===== src/dit_pkg.sv =====
// dit_pkg: shared types and constants of the disjoint interval tracker
// used by the channel interfaces, the cell and the core; depends on nothing
`default_nettype none

package dit_pkg;

  localparam int unsigned FIELD_W = 16;

  typedef enum logic {
    REQ_ADD  = 1'b0,
    REQ_READ = 1'b1
  } req_type_e;

  typedef struct packed {
    logic read_step;
    logic add_go;
    logic join_left;
    logic join_right;
    logic insert;
  } cell_ctrl_t;

endpackage

`default_nettype wire


===== src/dit_cell.sv =====
// dit_cell: one slot of the sorted interval chain, holds one interval
// and swaps data with its neighbors; depends on dit_pkg
`default_nettype none

module dit_cell import dit_pkg::*; #(
  parameter int unsigned VALUE_WIDTH = 16
) (
  input  wire logic                   clk_i,
  input  wire logic                   rst_ni,
  input  wire cell_ctrl_t             ctrl_i,
  input  wire logic [VALUE_WIDTH-1:0] value_i,
  input  wire logic                   prev_valid_i,
  input  wire logic [VALUE_WIDTH-1:0] prev_start_i,
  input  wire logic [VALUE_WIDTH-1:0] prev_end_i,
  input  wire logic                   prev_below_i,
  input  wire logic                   next_valid_i,
  input  wire logic [VALUE_WIDTH-1:0] next_start_i,
  input  wire logic [VALUE_WIDTH-1:0] next_end_i,
  output logic                        valid_o,
  output logic [VALUE_WIDTH-1:0]      start_o,
  output logic [VALUE_WIDTH-1:0]      end_o,
  output logic                        below_o,
  output logic                        join_left_o,
  output logic                        join_right_o,
  output logic                        covers_o
);

  logic                   valid_q, valid_d;
  logic [VALUE_WIDTH-1:0] start_q, start_d;
  logic [VALUE_WIDTH-1:0] end_q, end_d;
  logic                   end_lt;

  // neighbor tests one bit wider so the top value has no successor
  assign end_lt       = end_q < value_i;
  assign below_o      = valid_q & end_lt;
  assign covers_o     = valid_q & ~end_lt & (start_q <= value_i);
  assign join_left_o  = valid_q & (({1'b0, end_q} + 1'b1) == {1'b0, value_i});
  assign join_right_o = valid_q & ({1'b0, start_q} == ({1'b0, value_i} + 1'b1));

  assign valid_o = valid_q;
  assign start_o = start_q;
  assign end_o   = end_q;

  always_comb begin
    valid_d = valid_q;
    start_d = start_q;
    end_d   = end_q;
    if (ctrl_i.read_step) begin
      valid_d = next_valid_i;
      start_d = next_start_i;
      end_d   = next_end_i;
    end else if (ctrl_i.add_go) begin
      if (ctrl_i.join_left && ctrl_i.join_right) begin
        if (join_left_o) begin
          end_d = next_end_i;
        end else if (!below_o) begin
          valid_d = next_valid_i;
          start_d = next_start_i;
          end_d   = next_end_i;
        end
      end else if (ctrl_i.join_left) begin
        if (join_left_o) begin
          end_d = value_i;
        end
      end else if (ctrl_i.join_right) begin
        if (join_right_o) begin
          start_d = value_i;
        end
      end else if (ctrl_i.insert && !below_o) begin
        if (prev_below_i) begin
          valid_d = 1'b1;
          start_d = value_i;
          end_d   = value_i;
        end else begin
          valid_d = prev_valid_i;
          start_d = prev_start_i;
          end_d   = prev_end_i;
        end
      end
    end
  end

  always_ff @(posedge clk_i or negedge rst_ni) begin
    if (!rst_ni) begin
      valid_q <= 1'b0;
    end else begin
      valid_q <= valid_d;
    end
  end

  always_ff @(posedge clk_i) begin
    start_q <= start_d;
    end_q   <= end_d;
  end

endmodule

`default_nettype wire


===== config.mk =====
export PLATFORM = sky130hd
export DESIGN_NAME = dit_cell
export DESIGN_NICKNAME = d
export VERILOG_FILES = /design/src/dit_pkg.sv /design/src/dit_cell.sv
export SDC_FILE = /design/constraint.sdc
export NUM_CORES = 1
export LEC_CHECK = 0
export ABC_AREA = 1
export BUFFER_PORTS_ARGS = -buffer_cell sky130_fd_sc_hd__buf_2
export CORE_UTILIZATION = 40
export DETAILED_ROUTE_END_ITERATION = 6
export PLACE_DENSITY = 0.65
export SLEW_MARGIN = 20
export SYNTH_ARGS = -nofsm -noshare
export SYNTH_HDL_FRONTEND = slang
export SYNTH_SLANG_ARGS = --single-unit

===== constraint.sdc =====
create_clock -name clk_i -period 3.8 [get_ports clk_i]
set_input_delay 0.19 -clock clk_i [delete_from_list [all_inputs] [get_ports clk_i]]
set_output_delay 0.19 -clock clk_i [all_outputs]
set_load 0.02 [all_outputs]

==> summary.md, run 1 <==
| Metric | Value |
|---|---|
| Routed wl met2 | `5.77 mm` |
| Max Slew Vio Count | `0` |
| Synth area leader | `edfxtp_1` |
| Via count | `4249` |
| Fin Setup TNS | `0 ns` |
| Core area | `9370 µm²` |
| Outcome | `finished clean` |
| CTS root buffer | `clkbuf_8` |
| DIE HEIGHT | `101 µm` |
| Post-route ant nets | `0` |
| Synth Flop Type | `edfxtp_1` |
| Clk buf depth | `2` |
| Max-Cap Viols | `0` |
| Slew Limit Headroom | `45.2%` |
| Total track usage | `24.9%` |
| CTS Hold Bufs | `1` |
| Inst Count DP | `805` |
| Diodes inserted | `0` |
| Post-synth EDFFs | `32` |
| Clock Latency Late Sink | `0.29 ns` |
| Final core occ | `51.2%` |
| Number of DRC markers in iteration 0 | `229` |
| Setup WS post-layout | `0.992 ns` |
| Worst hold-check path type | `in -> reg` |
| Clk_skew | `0.00609 ns` |
| Leak | `2.39 nW` |
| CTS H-Tree Depth | `2` |
| Met3 WL | `573 µm` |
| Layout fillers | `1015` |
| Yosys top cell area share | `24.4%` |
| First-pass GRT wire length | `19.6 mm` |
| Vias in the first global route | `4115` |
| RSZ-0062 raised after global routing | `no` |
| Ports | `127` |
| Final Hold Viols | `0` |
| Syn Nets | `684` |
| Via density per instance | `5.22` |
| Top routing layer used | `met4` |
| Placement Setup Slack | `0.984 ns` |
| Pwr Density | `284 nW/µm²` |
| CP Capture Type | `register` |
| Synth warnings | `0` |
| Synth-to-Final Area Change | `21.8%` |
| Synth Instances | `560` |
| CP Max Fanout | `16` |
| Worst Setup Path Type | `reg -> reg` |
| Die X | `101 µm` |
| Cell area after synthesis | `3940 µm²` |
| Wire length on met1 | `5.71 mm` |
| Finished Layout Cells | `814` |
| Largest net degree at the start of global routing | `35` |
| VDD IR max | `142 µV` |
| Setup bufs post-CTS | `0` |
| Inserted Clock Buffers | `5` |
| Final GP Congestion | `0.937` |
| Area of the multi-input gates | `2610 µm²` |
| Resized cells post-CTS | `0` |
| DRC | `0` |
| Final net count | `808` |
| Slowest-stage cell, CP | `nor2_2` |
| Period Utilization, post-route | `73.9%` |
| Die area | `10200 µm²` |
| Wire per inst | `15.0 µm` |
| Dpl hpwl | `10.1 mm` |
| # setup viols final | `0` |
| Post-synth top cells | `nand2_1, inv_1, a21oi_1` |
| Min Hold Slack | `0.186 ns` |
| Initial antenna violation count | `0` |
| Area contributors post-synth | `edfxtp_1, nand2_1, ha_1` |
| CTS clk-pin slew, worst paths | `0.07 ns` |
| 1st-pass router iterations | `5` |
| Total number of placement rows | `35` |
| Initial Util | `42.0%` |
| Slew @ Worst Pin | `0.821 ns` |
| Sequential area share after synthesis | `25.0%` |
| Register area | `986 µm²` |
| CTS Sinks | `33` |
| Cell with the most instances after synthesis | `nand2_1` |
| Largest stage delay, worst path | `0.65 ns` |
| Synthesized area per cell | `7.03 µm²` |
| Total Wirelength | `12.2 mm` |
| Crit path cell chain | `ha_1 > nand2_1 > nor4_1 > nand2_1 > nand3_1 > nand2_1 > nand2_1 > nand3_2 > nor2_2` |
| Arr. time, crit path | `2.73 ns` |
| Async set-reset flop share out of synthesis | `3.03%` |
| Cell mode on critical path | `nand2_1` |
| TritonCTS clock tree | `yes` |
| Worst Path Required | `3.72 ns` |
| Yosys reg bits | `33` |
| Crit start category | `register` |
| Fin crit period | `2.81 ns` |
| Share of layout cells above drive strength 1 | `25.4%` |
| Max Fclk | `356 MHz` |
| PortBufs | `126` |
| Congestion Overflow GR | `0` |
| Distinct cell type count after synthesis | `37` |
-- cells in the final DEF, fill, tap and decap left out, types with 5 or more instances in the layout --
cell type,count
nor2_4,6
xnor2_1,8
nand3_2,6
buf_4,5
buf_2,126
clkbuf_8,5
ha_1,34
nand2_1,121
xor2_1,22
nor2_2,9
o21a_1,34
nand3_1,36
inv_1,69
o21ai_0,40
nor2_1,37
a21oi_1,49
nand4_1,10
edfxtp_1,32
-- flip-flops by register name, summed over array words and instances, names as in the netlist --
register / flops
end_o: 16
start_o: 16
valid_o: 1
-- through the flow --
| stage | power, mW | instance area (µm²) |
|---|---|---|
| after CTS | 1.37 | 4800 |
| after detailed placement | 1.10 | 4700 |
| after global placement | 1.09 | 4700 |
| after global routing | 1.46 | 4800 |
| after floorplan | 0.894 | 3940 |
| final | 1.36 | 4800 |
-- critical path, delay by kind of cell, from the launching register on --
family	cells	cell delay, ns
and+or+nand+nor	8	1.56
DFF	1	0.51
adders and majority gates	1	0.36
-- worst paths after layout --
path | start | end | slack [ns] | cells after the start
worst max-delay path | end_o[13]$_DFFE_PP_ | start_o[3]$_DFFE_PP_ | 0.99 | 9
worst min-delay path | next_end_i[1] | end_o[1]$_DFFE_PP_ | 0.19 | 2
worst max register to register | end_o[13]$_DFFE_PP_ | start_o[3]$_DFFE_PP_ | 0.99 | 9
worst min register to register | valid_o$_DFFE_PN0P_ | valid_o$_DFFE_PN0P_ | 0.75 | 3
max in group asynchronous | rst_ni | valid_o$_DFFE_PN0P_ | 3.51 | 2
min in group asynchronous | rst_ni | valid_o$_DFFE_PN0P_ | 0.21 | 2
-- power breakdown --
| group | internal [mW] | switching (mW) |
|---|---|---|
| Combinational | 0.223 | 0.363 |
| Clock | 0.127 | 0.139 |
| Sequential | 0.455 | 0.0564 |
| Total | 0.805 | 0.559 |
-- metal layers --
metal / track usage (%) / vias to the layer above
li1: - / 2141
met1: 33.0 / 1961
met2: 42.6 / 134
met3: 3.45 / 13
met4: 6.13 / 0
met5: 0 / -
-- layout make-up --
cell class	instances	share of cell area (%)
Clock inverter	2	0.209
Timing Repair Buffer	132	14.1
Sequential cell	33	20.6
Multi-Input combinational cell	438	54.4
Tap cell	129	3.37
Clock buffer	6	1.51
Inverter	74	5.79
-- logic make-up after synthesis --
kind of cell,count (synthesis),synth area share [%]
AND/OR/NAND/NOR,241,29.1
AO/OA/AOI/OAI,133,19.7
buffers and inverters,89,8.65
adder cells (fa/ha/maj),34,10.8
flip-flops,33,25.0
XOR/XNOR,30,6.68
Note: power is estimated with default switching activity, not from simulation.
==> run 2: changes to the inputs <==
Clock period 3.8 ns to 2.6 ns, I/O delays scaled along.
==> summary.md, run 2 (synthesis results as in run 1) <==
| Metric | Value |
|---|---|
| # setup viols final | `0` |
| Via count | `4272` |
| Initial antenna violation count | `0` |
| Clk_skew | `0.00775 ns` |
| Fin crit period | `2.40 ns` |
| DRC | `0` |
| Congestion Overflow GR | `0` |
| Commonest non-fill, non-tap cell in the layout | `buf_2` |
| Placement Setup Slack | `0.208 ns` |
| Die X | `101 µm` |
| Post-route ant nets | `0` |
| PortBufs | `126` |
| Slew Limit Headroom | `25.5%` |
| CP Capture Type | `output port` |
| Diodes inserted | `0` |
| Core area | `9370 µm²` |
| Number of DRC markers in iteration 0 | `199` |
| Leak | `2.45 nW` |
| Pwr Density | `405 nW/µm²` |
| Total number of placement rows | `35` |
| TritonCTS clock tree | `yes` |
| Via density per instance | `5.17` |
| Max Slew Vio Count | `0` |
| CP Max Fanout | `5` |
| Min Hold Slack | `0.121 ns` |
| Die area | `10200 µm²` |
| CTS clk-pin slew, worst paths | `0.07 ns` |
| Vias in the first global route | `4293` |
| Setup WS post-layout | `0.197 ns` |
| Total track usage | `24.3%` |
| First-pass GRT wire length | `19.4 mm` |
| Period Utilization, post-route | `92.4%` |
| Commonest cells after routing, fill and taps aside | `buf_2, nand2_1, inv_1, a21oi_1, o21ai_0` |
| Worst Setup Path Type | `reg -> out` |
| CTS root buffer | `clkbuf_8` |
| Max Fclk | `416 MHz` |
| Outcome | `finished clean` |
| Finished Layout Cells | `826` |
| Crit start category | `register` |
| Dpl hpwl | `9.97 mm` |
| Wire per inst | `14.6 µm` |
| 1st-pass router iterations | `5` |
| Max-Cap Viols | `0` |
| Synth-to-Final Area Change | `24.7%` |
| Clk buf depth | `2` |
| Ports | `127` |
| WHS Path Cells | `2` |
| Worst Path Required | `2.47 ns` |
| CTS Sinks | `33` |
| Worst hold-check path type | `in -> reg` |
| Total Wirelength | `12.0 mm` |
| Initial Util | `42.0%` |
| CTS H-Tree Depth | `2` |
| Share of layout cells above drive strength 1 | `26.5%` |
| Inst Count DP | `818` |
| RSZ-0062 raised after global routing | `no` |
| Final net count | `821` |
| Inserted Clock Buffers | `5` |
| Final GP Congestion | `0.895` |
| VDD IR max | `206 µV` |
| Final Hold Viols | `0` |
| Fin Setup TNS | `0 ns` |
| Largest net degree at the start of global routing | `35` |
| Setup bufs post-CTS | `0` |
| Arr. time, crit path | `2.27 ns` |
| Clock Latency Late Sink | `0.29 ns` |
| R2R cell count | `13` |
| Slew @ Worst Pin | `1.12 ns` |
| DIE HEIGHT | `101 µm` |
-- run 2: cell types whose count changed in the layout (fill, tap and decap cells not counted), sizes merged --
| cell | before | now |
|---|---|---|
| buf | 131 | 144 |
| clkinv | 3 | 2 |
-- run 2: report_power, final --
group	internal [mW]	leakage [nW]	switching, mW
Clock	0.180	0.0387	0.186
Sequential	0.664	0.321	0.0721
Combinational	0.349	2.09	0.538
-- run 2: repair_timing --
action	CTS	global route
setup endpoints to repair	0	16
endpoints found under the hold margin	1	0
resized for setup	0	1
hold buffers	1	0
-- run 2: per-layer routing --
metal	wire, µm	up-vias	global-route usage, %
met3	671	25	2.97
met5	0	-	0
li1	-	2149	-
met1	5260	1957	30.2
met2	5820	141	43.3
met4	287	0	8.36
-- run 2: cell type report --
type,instances,area (µm²)
clock inverters,1,3.75
flip-flops and latches,33,986
clock buffers,6,72.6
repair buffers,145,792
well taps,129,161
fillers,969,4460
inverters,74,278
multi-input cells,438,2620
-- run 2: metrics by stage --
step	instance area (µm²)	utilization, %	power (mW)
floorplan	3940	-	1.31
global placement	4820	51.4	1.61
detailed placement	4820	51.4	1.63
CTS	4910	52.3	1.99
global route	4910	52.4	2.13
finish	4910	52.4	1.99
-- run 2: critical path, stage by stage (launching register included) --
cell and delay (ns):
edfxtp_1 0.46, ha_1 0.26, nand2_1 0.15, nand2_1 0.07
nand2_1 0.07, inv_1 0.04, nor4_1 0.35, o211ai_1 0.16
nor2_1 0.11, nand3_1 0.07, nor2_1 0.08, buf_2 0.16
-- run 2: final timing paths --
check | start | to | slack [ns]
min | next_start_i[6] | start_o[6]$_DFFE_PP_ | 0.12
max in group asynchronous | rst_ni | valid_o$_DFFE_PN0P_ | 2.38
min in group asynchronous | rst_ni | valid_o$_DFFE_PN0P_ | 0.14
max reg2reg | end_o[1]$_DFFE_PP_ | end_o[1]$_DFFE_PP_ | 0.23
max | end_o[1]$_DFFE_PP_ | join_left_o | 0.20
min reg2reg | valid_o$_DFFE_PN0P_ | valid_o$_DFFE_PN0P_ | 0.73
==> run 3: changes to the inputs <==
Settings changed: CORE_UTILIZATION 40 to 30, PLACE_DENSITY 0.65 to 0.52.
==> summary.md, run 3 (synthesis results as in run 1) <==
| Metric | Value |
|---|---|
| PortBufs | `126` |
| Final core occ | `39.9%` |
| Max Slew Vio Count | `0` |
| Min Hold Slack | `0.140 ns` |
| Register area | `986 µm²` |
| Congestion Overflow GR | `0` |
| Via count | `4169` |
| Post-Place Cell Area | `4920 µm²` |
| Post-route ant nets | `0` |
| Synth-to-Final Area Change | `28.9%` |
| Setup WS post-layout | `0.194 ns` |
| Clk_skew | `0.00521 ns` |
| Slew Limit Headroom | `58.0%` |
| Area of the multi-input gates | `2630 µm²` |
| # setup viols final | `0` |
| Largest net degree at the start of global routing | `35` |
| Worst Setup Path Type | `reg -> reg` |
| Core area | `12700 µm²` |
| Arr. time, crit path | `2.39 ns` |
| Die X | `117 µm` |
| Placement Setup Slack | `0.208 ns` |
| DRC | `0` |
| Final GP Congestion | `0.926` |
| Max Fclk | `416 MHz` |
| Diodes inserted | `0` |
| Finished Cell Area | `5070 µm²` |
| CTS Sinks | `33` |
| CTS H-Tree Depth | `2` |
| Dpl hpwl | `10.9 mm` |
| Wire per inst | `15.0 µm` |
| Commonest non-fill, non-tap cell in the layout | `buf_2` |
| Clk buf depth | `2` |
| Via density per instance | `4.77` |
| CTS clk-pin slew, worst paths | `0.06 ns` |
| VDD IR max | `207 µV` |
| Vias in the first global route | `3976` |
| Outcome | `finished clean` |
| Fin crit period | `2.41 ns` |
| Initial antenna violation count | `0` |
| Crit start category | `register` |
| CP Max Fanout | `16` |
| Period Utilization, post-route | `92.5%` |
| Finished Layout Cells | `874` |
| TritonCTS clock tree | `yes` |
| Total Wirelength | `13.1 mm` |
| DIE HEIGHT | `117 µm` |
| Number of DRC markers in iteration 0 | `301` |
| Clock Latency Late Sink | `0.28 ns` |
| Die area | `13600 µm²` |
| Inserted Clock Buffers | `5` |
| Leak | `2.50 nW` |
| Share of layout cells above drive strength 1 | `27.6%` |
| Worst Path Required | `2.59 ns` |
| Fin Setup TNS | `0 ns` |
| Ports | `127` |
| Total number of placement rows | `41` |
| Total track usage | `19.4%` |
| CP Capture Type | `register` |
| Slew @ Worst Pin | `0.629 ns` |
| RSZ-0062 raised after global routing | `no` |
| 1st-pass router iterations | `4` |
| Pwr Density | `437 nW/µm²` |
| Final net count | `825` |
| Commonest cells after routing, fill and taps aside | `buf_2, nand2_1, inv_1, a21oi_1, o21ai_0` |
| Worst hold-check path type | `in -> reg` |
| Max-Cap Viols | `0` |
| Setup bufs post-CTS | `0` |
| Initial Util | `30.9%` |
| Layout fillers | `1365` |
| CTS root buffer | `clkbuf_16` |
| First-pass GRT wire length | `19.9 mm` |
| Inst Count DP | `865` |
| Pwr Total | `2.22 mW` |
| Final Hold Viols | `0` |
[run 3: cell count changes in the layout (fill, tap and decap cells not counted), sizes merged]
cell / before / now
buf: 144 / 148
clkinv: 2 / 3
[run 3: final timing paths]
path                                startpoint                    to  slack, ns  depth (start not counted)
setup / recovery            end_o[1]$_DFFE_PP_    end_o[5]$_DFFE_PP_       0.19                         13
hold / removal                 next_start_i[0]  start_o[0]$_DFFE_PP_       0.14                          2
setup reg to reg            end_o[1]$_DFFE_PP_    end_o[5]$_DFFE_PP_       0.19                         13
hold reg to reg            valid_o$_DFFE_PN0P_   valid_o$_DFFE_PN0P_       0.86                          3
max in group asynchronous               rst_ni   valid_o$_DFFE_PN0P_       2.35                          2
min in group asynchronous               rst_ni   valid_o$_DFFE_PN0P_       0.16                          2
[run 3: timing repair]
| item | CTS | global route |
|---|---|---|
| resized for setup | 0 | 1 |
| hold buffers | 1 | 0 |
| endpoints found under the hold margin | 1 | 0 |
| endpoints found under the setup margin | 0 | 1 |
[run 3: report_power, final]
group	internal, mW	switching (mW)	total, mW
Combinational	0.357	0.549	0.906
Clock	0.351	0.214	0.566
Sequential	0.666	0.0807	0.746
[run 3: critical path, stage by stage, from the launching register on]
cell      delay (ns)
edfxtp_1        0.46
ha_1            0.26
nand2_1         0.15
nor2_4          0.06
nand2_1         0.12
nand2_1         0.06
nand3_1         0.06
nand2_1         0.06
nor2_2          0.07
nand2_1         0.06
nor2_2          0.21
nand2_1         0.10
a31oi_2         0.24
buf_12          0.18
[run 3: routing by layer]
metal | track usage [%] | vias up | wire (µm)
met4 | 5.49 | 0 | 144
li1 | - | 2169 | -
met3 | 1.56 | 6 | 679
met2 | 32.7 | 114 | 6020
met5 | 0 | - | 0
met1 | 26.5 | 1880 | 6220
[run 3: cell type report]
cell class | instances | share of cell area (%)
Timing Repair Buffer | 149 | 16.4
Clock inverter | 2 | 0.197
Sequential cell | 33 | 19.4
Inverter | 74 | 5.47
Clock buffer | 6 | 2.54
Tap cell | 172 | 4.24
Multi-Input combinational cell | 438 | 51.7
